[src/hdl/vector_unpack_format_expander_macros.svh]
// assertion macros for the vector unpack format expander
`ifndef VECTOR_UNPACK_FORMAT_EXPANDER_MACROS_SVH
`define VECTOR_UNPACK_FORMAT_EXPANDER_MACROS_SVH

`ifndef SYNTHESIS

// antecedent implies consequent in the same cycle
`define VUFE_ASSERT_SAME(lbl, clk_s, rstn_s, ante, cons) \
  lbl: assert property (@(posedge clk_s) disable iff (!rstn_s) (ante) |-> (cons)) \
    else $error("assertion failed");

// antecedent implies consequent in the next cycle
`define VUFE_ASSERT_NEXT(lbl, clk_s, rstn_s, ante, cons) \
  lbl: assert property (@(posedge clk_s) disable iff (!rstn_s) (ante) |=> (cons)) \
    else $error("assertion failed");

`else

`define VUFE_ASSERT_SAME(lbl, clk_s, rstn_s, ante, cons)
`define VUFE_ASSERT_NEXT(lbl, clk_s, rstn_s, ante, cons)

`endif

`endif

[src/hdl/vufe_pkg.sv]
// shared types and format codes of the vector unpack format expander
`timescale 1ns / 1ps

package vufe_pkg;

  // element size codes, req_type bits 1:0
  localparam logic [1:0] SIZE_32 = 2'd0;
  localparam logic [1:0] SIZE_16 = 2'd1;
  localparam logic [1:0] SIZE_8  = 2'd2;
  localparam logic [1:0] SIZE_5  = 2'd3;

  // vector count codes, req_type bits 3:2
  localparam logic [1:0] CNT_S  = 2'd0;
  localparam logic [1:0] CNT_V2 = 2'd1;
  localparam logic [1:0] CNT_V3 = 2'd2;
  localparam logic [1:0] CNT_V4 = 2'd3;

  // one input transaction
  typedef struct packed {
    logic [3:0]  req_type;
    logic        unsigned_mode;
    logic [63:0] src_low;
    logic [63:0] src_high;
  } req_t;

  // one result transaction
  typedef struct packed {
    logic [31:0] lane_x;
    logic [31:0] lane_y;
    logic [31:0] lane_z;
    logic [31:0] lane_w;
    logic        format_invalid;
  } res_t;

endpackage

[src/hdl/vector_unpack_format_expander.sv]
// Vector unpack format expander, top level.
// Input channel: in_valid/in_ready carry one transaction of format code,
// sign mode and 128 source bits (in_src_low, in_src_high).
// Output channel: out_valid/out_ready carry one four-lane vector of 32-bit
// words plus out_format_invalid, one result per input transaction.
// A transaction loads into the input register at the accepting edge and
// moves to the result register once that register is free; out_valid
// rises when the result register holds it.
// Throughput: one transaction per cycle while out_ready is high; both
// registers advance together and the input register refills in the same
// cycle it is drained. On a receiver stall the result register holds its
// transaction; the input register can take one more, then in_ready drops.
// in_ready follows out_ready combinationally through the two stages.
// Reset (rst_n low, synchronous) empties both stages; payload registers
// are not cleared. There is no configuration and no other internal state.
`timescale 1ns / 1ps
`include "vector_unpack_format_expander_macros.svh"

module vector_unpack_format_expander (
  input  logic        clk,
  input  logic        rst_n,
  input  logic        in_valid,
  output logic        in_ready,
  input  logic [3:0]  in_req_type,
  input  logic        in_unsigned_mode,
  input  logic [63:0] in_src_low,
  input  logic [63:0] in_src_high,
  output logic        out_valid,
  input  logic        out_ready,
  output logic [31:0] out_lane_x,
  output logic [31:0] out_lane_y,
  output logic [31:0] out_lane_z,
  output logic [31:0] out_lane_w,
  output logic        out_format_invalid
);

  logic           s1_vld_r, s1_vld_nxt;
  vufe_pkg::req_t s1_req_r;
  logic           out_vld_r, out_vld_nxt;
  vufe_pkg::res_t out_res_r;
  vufe_pkg::res_t exp_res;
  logic           out_adv;
  logic           s1_adv;
  logic           in_acc;
  logic           lanes_zero;

  // stage advance control
  assign out_adv  = !out_vld_r || out_ready;
  assign s1_adv   = s1_vld_r && out_adv;
  assign in_ready = !s1_vld_r || out_adv;
  assign in_acc   = in_valid && in_ready;

  assign s1_vld_nxt  = in_acc || (s1_vld_r && !out_adv);
  assign out_vld_nxt = s1_adv || (out_vld_r && !out_ready);

  // valid flags
  always_ff @(posedge clk) begin
    if (!rst_n) begin
      s1_vld_r  <= 1'b0;
      out_vld_r <= 1'b0;
    end else begin
      s1_vld_r  <= s1_vld_nxt;
      out_vld_r <= out_vld_nxt;
    end
  end

  // input register
  always_ff @(posedge clk) begin
    if (in_acc) begin
      s1_req_r.req_type      <= in_req_type;
      s1_req_r.unsigned_mode <= in_unsigned_mode;
      s1_req_r.src_low       <= in_src_low;
      s1_req_r.src_high      <= in_src_high;
    end
  end

  // expansion logic
  vufe_expand u_expand (
    .req (s1_req_r),
    .res (exp_res)
  );

  // result register
  always_ff @(posedge clk) begin
    if (s1_adv) begin
      out_res_r <= exp_res;
    end
  end

  assign out_valid          = out_vld_r;
  assign out_lane_x         = out_res_r.lane_x;
  assign out_lane_y         = out_res_r.lane_y;
  assign out_lane_z         = out_res_r.lane_z;
  assign out_lane_w         = out_res_r.lane_w;
  assign out_format_invalid = out_res_r.format_invalid;

  // all four result lanes zero
  assign lanes_zero = (out_lane_x == 32'd0) && (out_lane_y == 32'd0) &&
                      (out_lane_z == 32'd0) && (out_lane_w == 32'd0);

  // checks
  `VUFE_ASSERT_SAME(a_invalid_zero, clk, rst_n, out_valid && out_format_invalid, lanes_zero)
  `VUFE_ASSERT_NEXT(a_accept_fills, clk, rst_n, in_acc, s1_vld_r)
  `VUFE_ASSERT_NEXT(a_stage_moves, clk, rst_n, s1_adv, out_vld_r)
  `VUFE_ASSERT_SAME(a_empty_ready, clk, rst_n, !s1_vld_r, in_ready)

endmodule

[src/hdl/vufe_expand.sv]
// combinational format decode and lane expansion
`timescale 1ns / 1ps

module vufe_expand (
  input  vufe_pkg::req_t req,
  output vufe_pkg::res_t res
);

  // element idx of the source, extended to 32 bits
  function automatic logic [31:0] elem_f(input logic [1:0]   size,
                                         input logic [127:0] src,
                                         input logic [1:0]   idx,
                                         input logic         usn);
    logic [15:0] h;
    logic [7:0]  b;
    logic [31:0] v;
    h = src[{1'b0, idx, 4'b0000} +: 16];
    b = src[{2'b00, idx, 3'b000} +: 8];
    case (size)
      vufe_pkg::SIZE_32: v = src[{idx, 5'b00000} +: 32];
      vufe_pkg::SIZE_16: v = {{16{h[15] & ~usn}}, h};
      default:           v = {{24{b[7] & ~usn}}, b};
    endcase
    return v;
  endfunction

  logic [1:0]   size;
  logic [1:0]   count;
  logic [127:0] src;
  logic [31:0]  e0, e1, e2, e3;
  logic [15:0]  d;

  assign size  = req.req_type[1:0];
  assign count = req.req_type[3:2];
  assign src   = {req.src_high, req.src_low};
  assign d     = req.src_low[15:0];

  // the four candidate elements
  assign e0 = elem_f(size, src, 2'd0, req.unsigned_mode);
  assign e1 = elem_f(size, src, 2'd1, req.unsigned_mode);
  assign e2 = elem_f(size, src, 2'd2, req.unsigned_mode);
  assign e3 = elem_f(size, src, 2'd3, req.unsigned_mode);

  // lane selection by size and count
  always_comb begin
    res = '0;
    if (size == vufe_pkg::SIZE_5) begin
      if (count == vufe_pkg::CNT_V4) begin
        // 5551 colour to 8-bit channels
        res.lane_x = {24'd0, d[4:0], 3'b000};
        res.lane_y = {24'd0, d[9:5], 3'b000};
        res.lane_z = {24'd0, d[14:10], 3'b000};
        res.lane_w = {24'd0, d[15], 7'd0};
      end else begin
        res.format_invalid = 1'b1;
      end
    end else begin
      unique case (count)
        vufe_pkg::CNT_S: begin
          res.lane_x = e0;
          res.lane_y = e0;
          res.lane_z = e0;
          res.lane_w = e0;
        end
        vufe_pkg::CNT_V2: begin
          res.lane_x = e0;
          res.lane_y = e1;
          res.lane_z = e0;
          res.lane_w = (size == vufe_pkg::SIZE_32) ? 32'd0 : e1;
        end
        vufe_pkg::CNT_V3: begin
          res.lane_x = e0;
          res.lane_y = e1;
          res.lane_z = e2;
          res.lane_w = 32'd0;
        end
        default: begin
          res.lane_x = e0;
          res.lane_y = e1;
          res.lane_z = e2;
          res.lane_w = e3;
        end
      endcase
    end
  end

endmodule
[config.mk]
export PLATFORM = sky130hd
export DESIGN_NAME = vector_unpack_format_expander
export DESIGN_NICKNAME = d
export VERILOG_FILES = /design/src/hdl/vufe_pkg.sv /design/src/hdl/vector_unpack_format_expander.sv /design/src/hdl/vufe_expand.sv
export VERILOG_INCLUDE_DIRS = /design/src /design/src/hdl
export SDC_FILE = /design/constraint.sdc
export NUM_CORES = 1
export LEC_CHECK = 0
export BUFFER_PORTS_ARGS = -buffer_cell sky130_fd_sc_hd__buf_4
export CORE_ASPECT_RATIO = 1.4
export CORE_MARGIN = 5
export CORE_UTILIZATION = 38
export DETAILED_ROUTE_END_ITERATION = 8
export GPL_TIMING_DRIVEN = 1
export SETUP_SLACK_MARGIN = 0.1
export SLEW_MARGIN = 40
export SYNTH_ARGS = -nofsm -noshare
export SYNTH_HDL_FRONTEND = slang
export SYNTH_HIERARCHICAL = 1
export SYNTH_SLANG_ARGS = --single-unit
[constraint.sdc]
create_clock -name clk -period 14.3 [get_ports clk]
set_clock_uncertainty 0.1 [all_clocks]
set_input_delay 2.145 -clock clk [delete_from_list [all_inputs] [get_ports clk]]
set_output_delay 2.145 -clock clk [all_outputs]
set_load 0.03 [all_outputs]
# Word-level counts from Yosys, hierarchy flattened
# Index checks and enable logic that the tools add are counted.
[op_classes]
n_eq_ne = 5
muxes = 9
bitwise = 7
reduce_logical = 14
[ops]
columns = ["cell", "count"]
rows = [
  ["96-bit one-hot mux with 3 select lines", 1],
  ["32-bit one-hot mux with 2 select lines", 4],
  ["128-bit 2-to-1 mux", 1],
  ["104-bit 2-to-1 mux", 1],
  ["32-bit 2-to-1 mux", 1],
  ["1-bit bitwise AND", 6],
  ["2-bit == test (second input constant)", 3],
  ["2-bit by 1-bit == test with 1-bit output (second input constant)", 2],
  ["1-bit logical AND", 4],
  ["1-bit zero test", 4],
  ["2-bit zero test", 2],
  ["1-bit logical OR", 4],
  ["1-bit 2-to-1 mux", 1],
  ["1-bit inverter", 1],
]
[totals]
register_bits = 264
in_bits = 137
output_inout_bits = 131
word_cells = 46

# Longest topological paths before layout
[logic_depth]
depth_word = 6
depth_mapped = 7
ltp_nobuf = 4

# Hierarchy
# The synthesis kept the hierarchy.
[by_module_without_submodules]
columns = ["mod", "n_inst", "cells_each", "area_each_um2", "seq_area_each_um2"]
rows = [
  ["vector_unpack_format_expander", 1, 271, 7971.4, 7907.6],
  ["vufe_expand", 1, 573, 3383.2, 0.0],
]

# Worst setup path before layout
# No wires, ideal clock.
[synth_timing]
path_kind = "input-to-reg"
from = "input port out_ready"
to = "register s1_req_r[0] (netlist bit), enable pin"
setup_time_ns = 0.670
arrival_ns = 8.610
required_time_ns = 13.530
path_slack_ns = 4.920
path_stages = 2
n_path_buf = 0
cell_sequence = "nor2b_4 -> a21oi_1"
[synth_between]
elab_chain_cells = 3
[synth_rtl]
columns = ["element", "line", "rtl"]
rows = [
  ["start, declared", "vector_unpack_format_expander.sv:29", "input logic out_ready,"],
  ["1-bit logical OR", "vector_unpack_format_expander.sv:48", "assign out_adv = !out_vld_r || out_ready;"],
  ["1-bit logical OR", "vector_unpack_format_expander.sv:50", "assign in_ready = !s1_vld_r || out_adv;"],
  ["1-bit logical AND", "vector_unpack_format_expander.sv:51", "assign in_acc = in_valid && in_ready;"],
  ["via in_acc", "vector_unpack_format_expander.sv:44", "logic in_acc;"],
  ["end, declared", "vector_unpack_format_expander.sv:38", "vufe_pkg::req_t s1_req_r;"],
]
# The timed path passes the listed nets, and every way through them passes these cells.
# A chain may end at the register's enable or synchronous reset.

# Worst setup path in the final report
[layout_timing]
from = "input port out_ready"
to = "output port in_ready"
[layout_between]
elab_chain_cells = 2
[layout_rtl]
columns = ["element", "line", "rtl"]
rows = [
  ["1-bit logical OR", "vector_unpack_format_expander.sv:48", ""],
  ["1-bit logical OR", "vector_unpack_format_expander.sv:50", ""],
  ["end, declared", "vector_unpack_format_expander.sv:23", "output logic in_ready,"],
]
# No other way between the ends.

==> flow_metrics.tcl <==
set metrics [dict create \
    synth_top_area_cell "edfxtp_1" \
    start_kind "input pin" \
    synthTopCellsByArea "edfxtp_1, a21oi_1, o21ai_0, a211oi_1, buf_2" \
    grt_use_met2_pct 34.9 \
    hpwl_um 24400 \
    gr-total-overflow 0 \
    crit_chain "buf_4 > nand3b_4 > buf_4" \
    cts_tree "yes" \
    ys_types 47 \
    syn_inst 844 \
    fin_tns_setup_ps 0 \
    synth_edf_count 262 \
    path_buf_inv 2 \
    vias_per_cell 5.52 \
    cap_violations 0 \
    fmax_ghz 0.207 \
    fp.dieH_um 215 \
    post-place-ws_ps 9460 \
    ant_nets 0 \
    grt-busiest-layer "met2" \
    grt_max_degree 90 \
    crit_family "buffers and inverters" \
    numCtsBuffers 26 \
    hold_class "flip-flop to flip-flop" \
    final-setup-viol-count 0 \
    die_area_mm2 0.0335 \
    syn_nets 981 \
    leakage_uw 0.00540 \
    worst_slew_pin_slew_ps 837 \
    wl_per_cell_um 23.8 \
    r2r_start "s1_req_r[130]$_DFFE_PP_" \
    cts_resized 0 \
    rows 75 \
    cts-hold-fix-buffers 0 \
    crit_top_cell "buf_4" \
    ff2ff_path_depth 4 \
    avgSynthCellArea_um2 13.5 \
    grt_usage_pct 20.3 \
    fp.dieW_um 156 \
    setup_ws_ps 9460 \
    netlist_area_mm2 0.0114 \
    rsz0062_at_grt "no" \
    start_util_pct 38.2 \
    cts.path.max_buffers 3 \
    synth_top_area_share_pct 69.3 \
    yosysMostFrequentCell "edfxtp_1" \
    drc 0 \
    grt_pass1_wl_um 51800 \
    antenna_cells 0 \
    root_buffer "clkbuf_16" \
    hold_violations 0 \
    yosys_most_used_dff "edfxtp_1" \
    grt_pass1_vias 8389 \
    synthArstFlopShare_pct 0 \
    final-seq-area_mm2 0.00791 \
    cp_slowest_stage_delay_ps 170 \
    path_max_fanout 2 \
    routabilityCongestion 0.819 \
    drive_above_1_share_pct 32.2 \
    ir_drop_mv 0.138 \
    worstHoldPathCells 2 \
    drt_iter0_markers 756 \
    crit_slowest_cell "buf_4" \
    final_max_slew_viol_count 0 \
    portBuffers 267 \
    fin_crit_sh_pct 33.8 \
    h-tree-depth 1 \
    outcome "finished clean" \
    slew_headroom_pct 44.1 \
    clk_pin_slew_ps 60 \
    period_minus_slack_ps 4840 \
    nFillCells 2635 \
    vias 8180 \
    power_density_mw_per_mm2 132 \
    gr-usage-met3_pct 2.91 \
    r2r_slack_ps 11390 \
    cp.arrival_ps 2590 \
    critPathCaptureType "primary output" \
    area_growth_pct 28.5 \
    reg2reg_to "out_lane_y[3]$_DFFE_PP_" \
    synth_top_cells_by_count "edfxtp_1, a21oi_1, o21ai_0" \
    grt_util_met1_pct 25.9 \
    yosysWarnings 6 \
    clock_sinks 264 \
    min_from "out_valid$_SDFF_PN0_" \
    cts_setup_buffers 0 \
    worstHoldEndpoint "s1_vld_r$_SDFF_PN0_" \
    stdcell_count 1483 \
    multi_input_area_mm2 0.00310 \
    cp.required_ps 12060 \
    dp_cells 1435 \
    critPathKind "input pin to primary output" \
    drt_first_pass_iters 5 \
    routed_wl_um 35300 \
    core-area_mm2 0.0297 \
    final_nets 1215 \
    yosys_register_bits 264 \
    clk_latency_ps 550 \
    ioPinCount 268 \
    yosysSeqAreaShare_pct 69.6 \
    antenna_found_initial 0 \
]
-- worst max path at each step --
stage / from / end / slack, ps / cells after the start
2_1_floorplan: out_ready / s1_req_r[0]$_DFFE_PP_ / 4920 / 2
3_3_place_gp: out_ready / in_ready / 9470 / 3
3_5_place_dp: out_ready / in_ready / 9460 / 3
4_1_cts: out_ready / in_ready / 9460 / 3
5_1_grt: out_ready / in_ready / 9450 / 3
6_report: out_ready / in_ready / 9460 / 3
-- cells in the final DEF (no fill, tap or decap), drive strengths merged, types with 2 or more instances in the layout --
master	count
o22ai	26
clkinv	9
o21a	18
o2bb2ai	16
o21ai	108
o31ai	4
a22o	8
o31a	16
buf	280
and2	11
mux2i	5
a222oi	12
nand3	4
a211oi	23
nor2	20
and3	3
a21o	13
dfxtp	2
bufinv	6
a21oi	115
nand2	38
clkbuf	29
a31oi	5
inv	12
nand3b	2
mux2	11
o211ai	2
edfxtp	262
nor2b	15
o21bai	3
nand2b	11
-- tightest hold or removal path, cell delays in order, from the launching register on --
cell and delay, ps:
dfxtp_1 350, nand3b_4 90, a21boi_1 60
-- cell families (layout without fill, tap and decap cells) --
kind of cell / after synthesis / count (layout) / synth area share [%]
AO/OA/AOI/OAI: 372 / 372 / 20.4
buffers and inverters: 83 / 337 / 3.32
flip-flops: 264 / 264 / 69.6
multiplexers: 17 / 17 / 1.73
AND/OR/NAND/NOR: 108 / 108 / 4.95
-- cell type report --
type / instances / area share (%)
clock buffers: 29 / 4.68
clock inverters: 19 / 1.79
inverters: 9 / 0.232
multi-input cells: 497 / 21.3
flip-flops and latches: 264 / 54.2
well taps: 385 / 3.30
repair buffers: 280 / 14.5
-- per-stage QoR --
stage	power [µW]	util [%]	hold WS [ps]	instance area, µm²
3_5_place_dp	1190	45.8	431	13600
4_1_cts	1950	49.0	444	14600
2_1_floorplan	1090	-	437	11400
5_1_grt	2000	49.0	473	14600
6_report	1930	49.0	442	14600
3_3_place_gp	1190	45.7	415	13600
-- routing by layer --
metal / wire length (µm) / vias to the layer above
li1: - / 3762
met1: 13700 / 3960
met2: 17900 / 397
met3: 2490 / 61
met4: 1270 / 0
met5: 0 / -
-- power by group --
group | leakage (µW) | switching, µW | internal (µW)
Clock | 0.000460 | 299 | 455
Sequential | 0.00254 | 27.9 | 909
Combinational | 0.00240 | 150 | 90.7
Total | 0.00540 | 477 | 1450
-- flip-flops by register name, summed over array words and instances (netlist names) --
name                flops
out_lane_w             32
out_lane_y             32
out_lane_z             32
s1_req_r              133
out_format_invalid      1
s1_vld_r                1
out_lane_x             32
out_valid               1
Note: power is estimated with default switching activity, not from simulation.
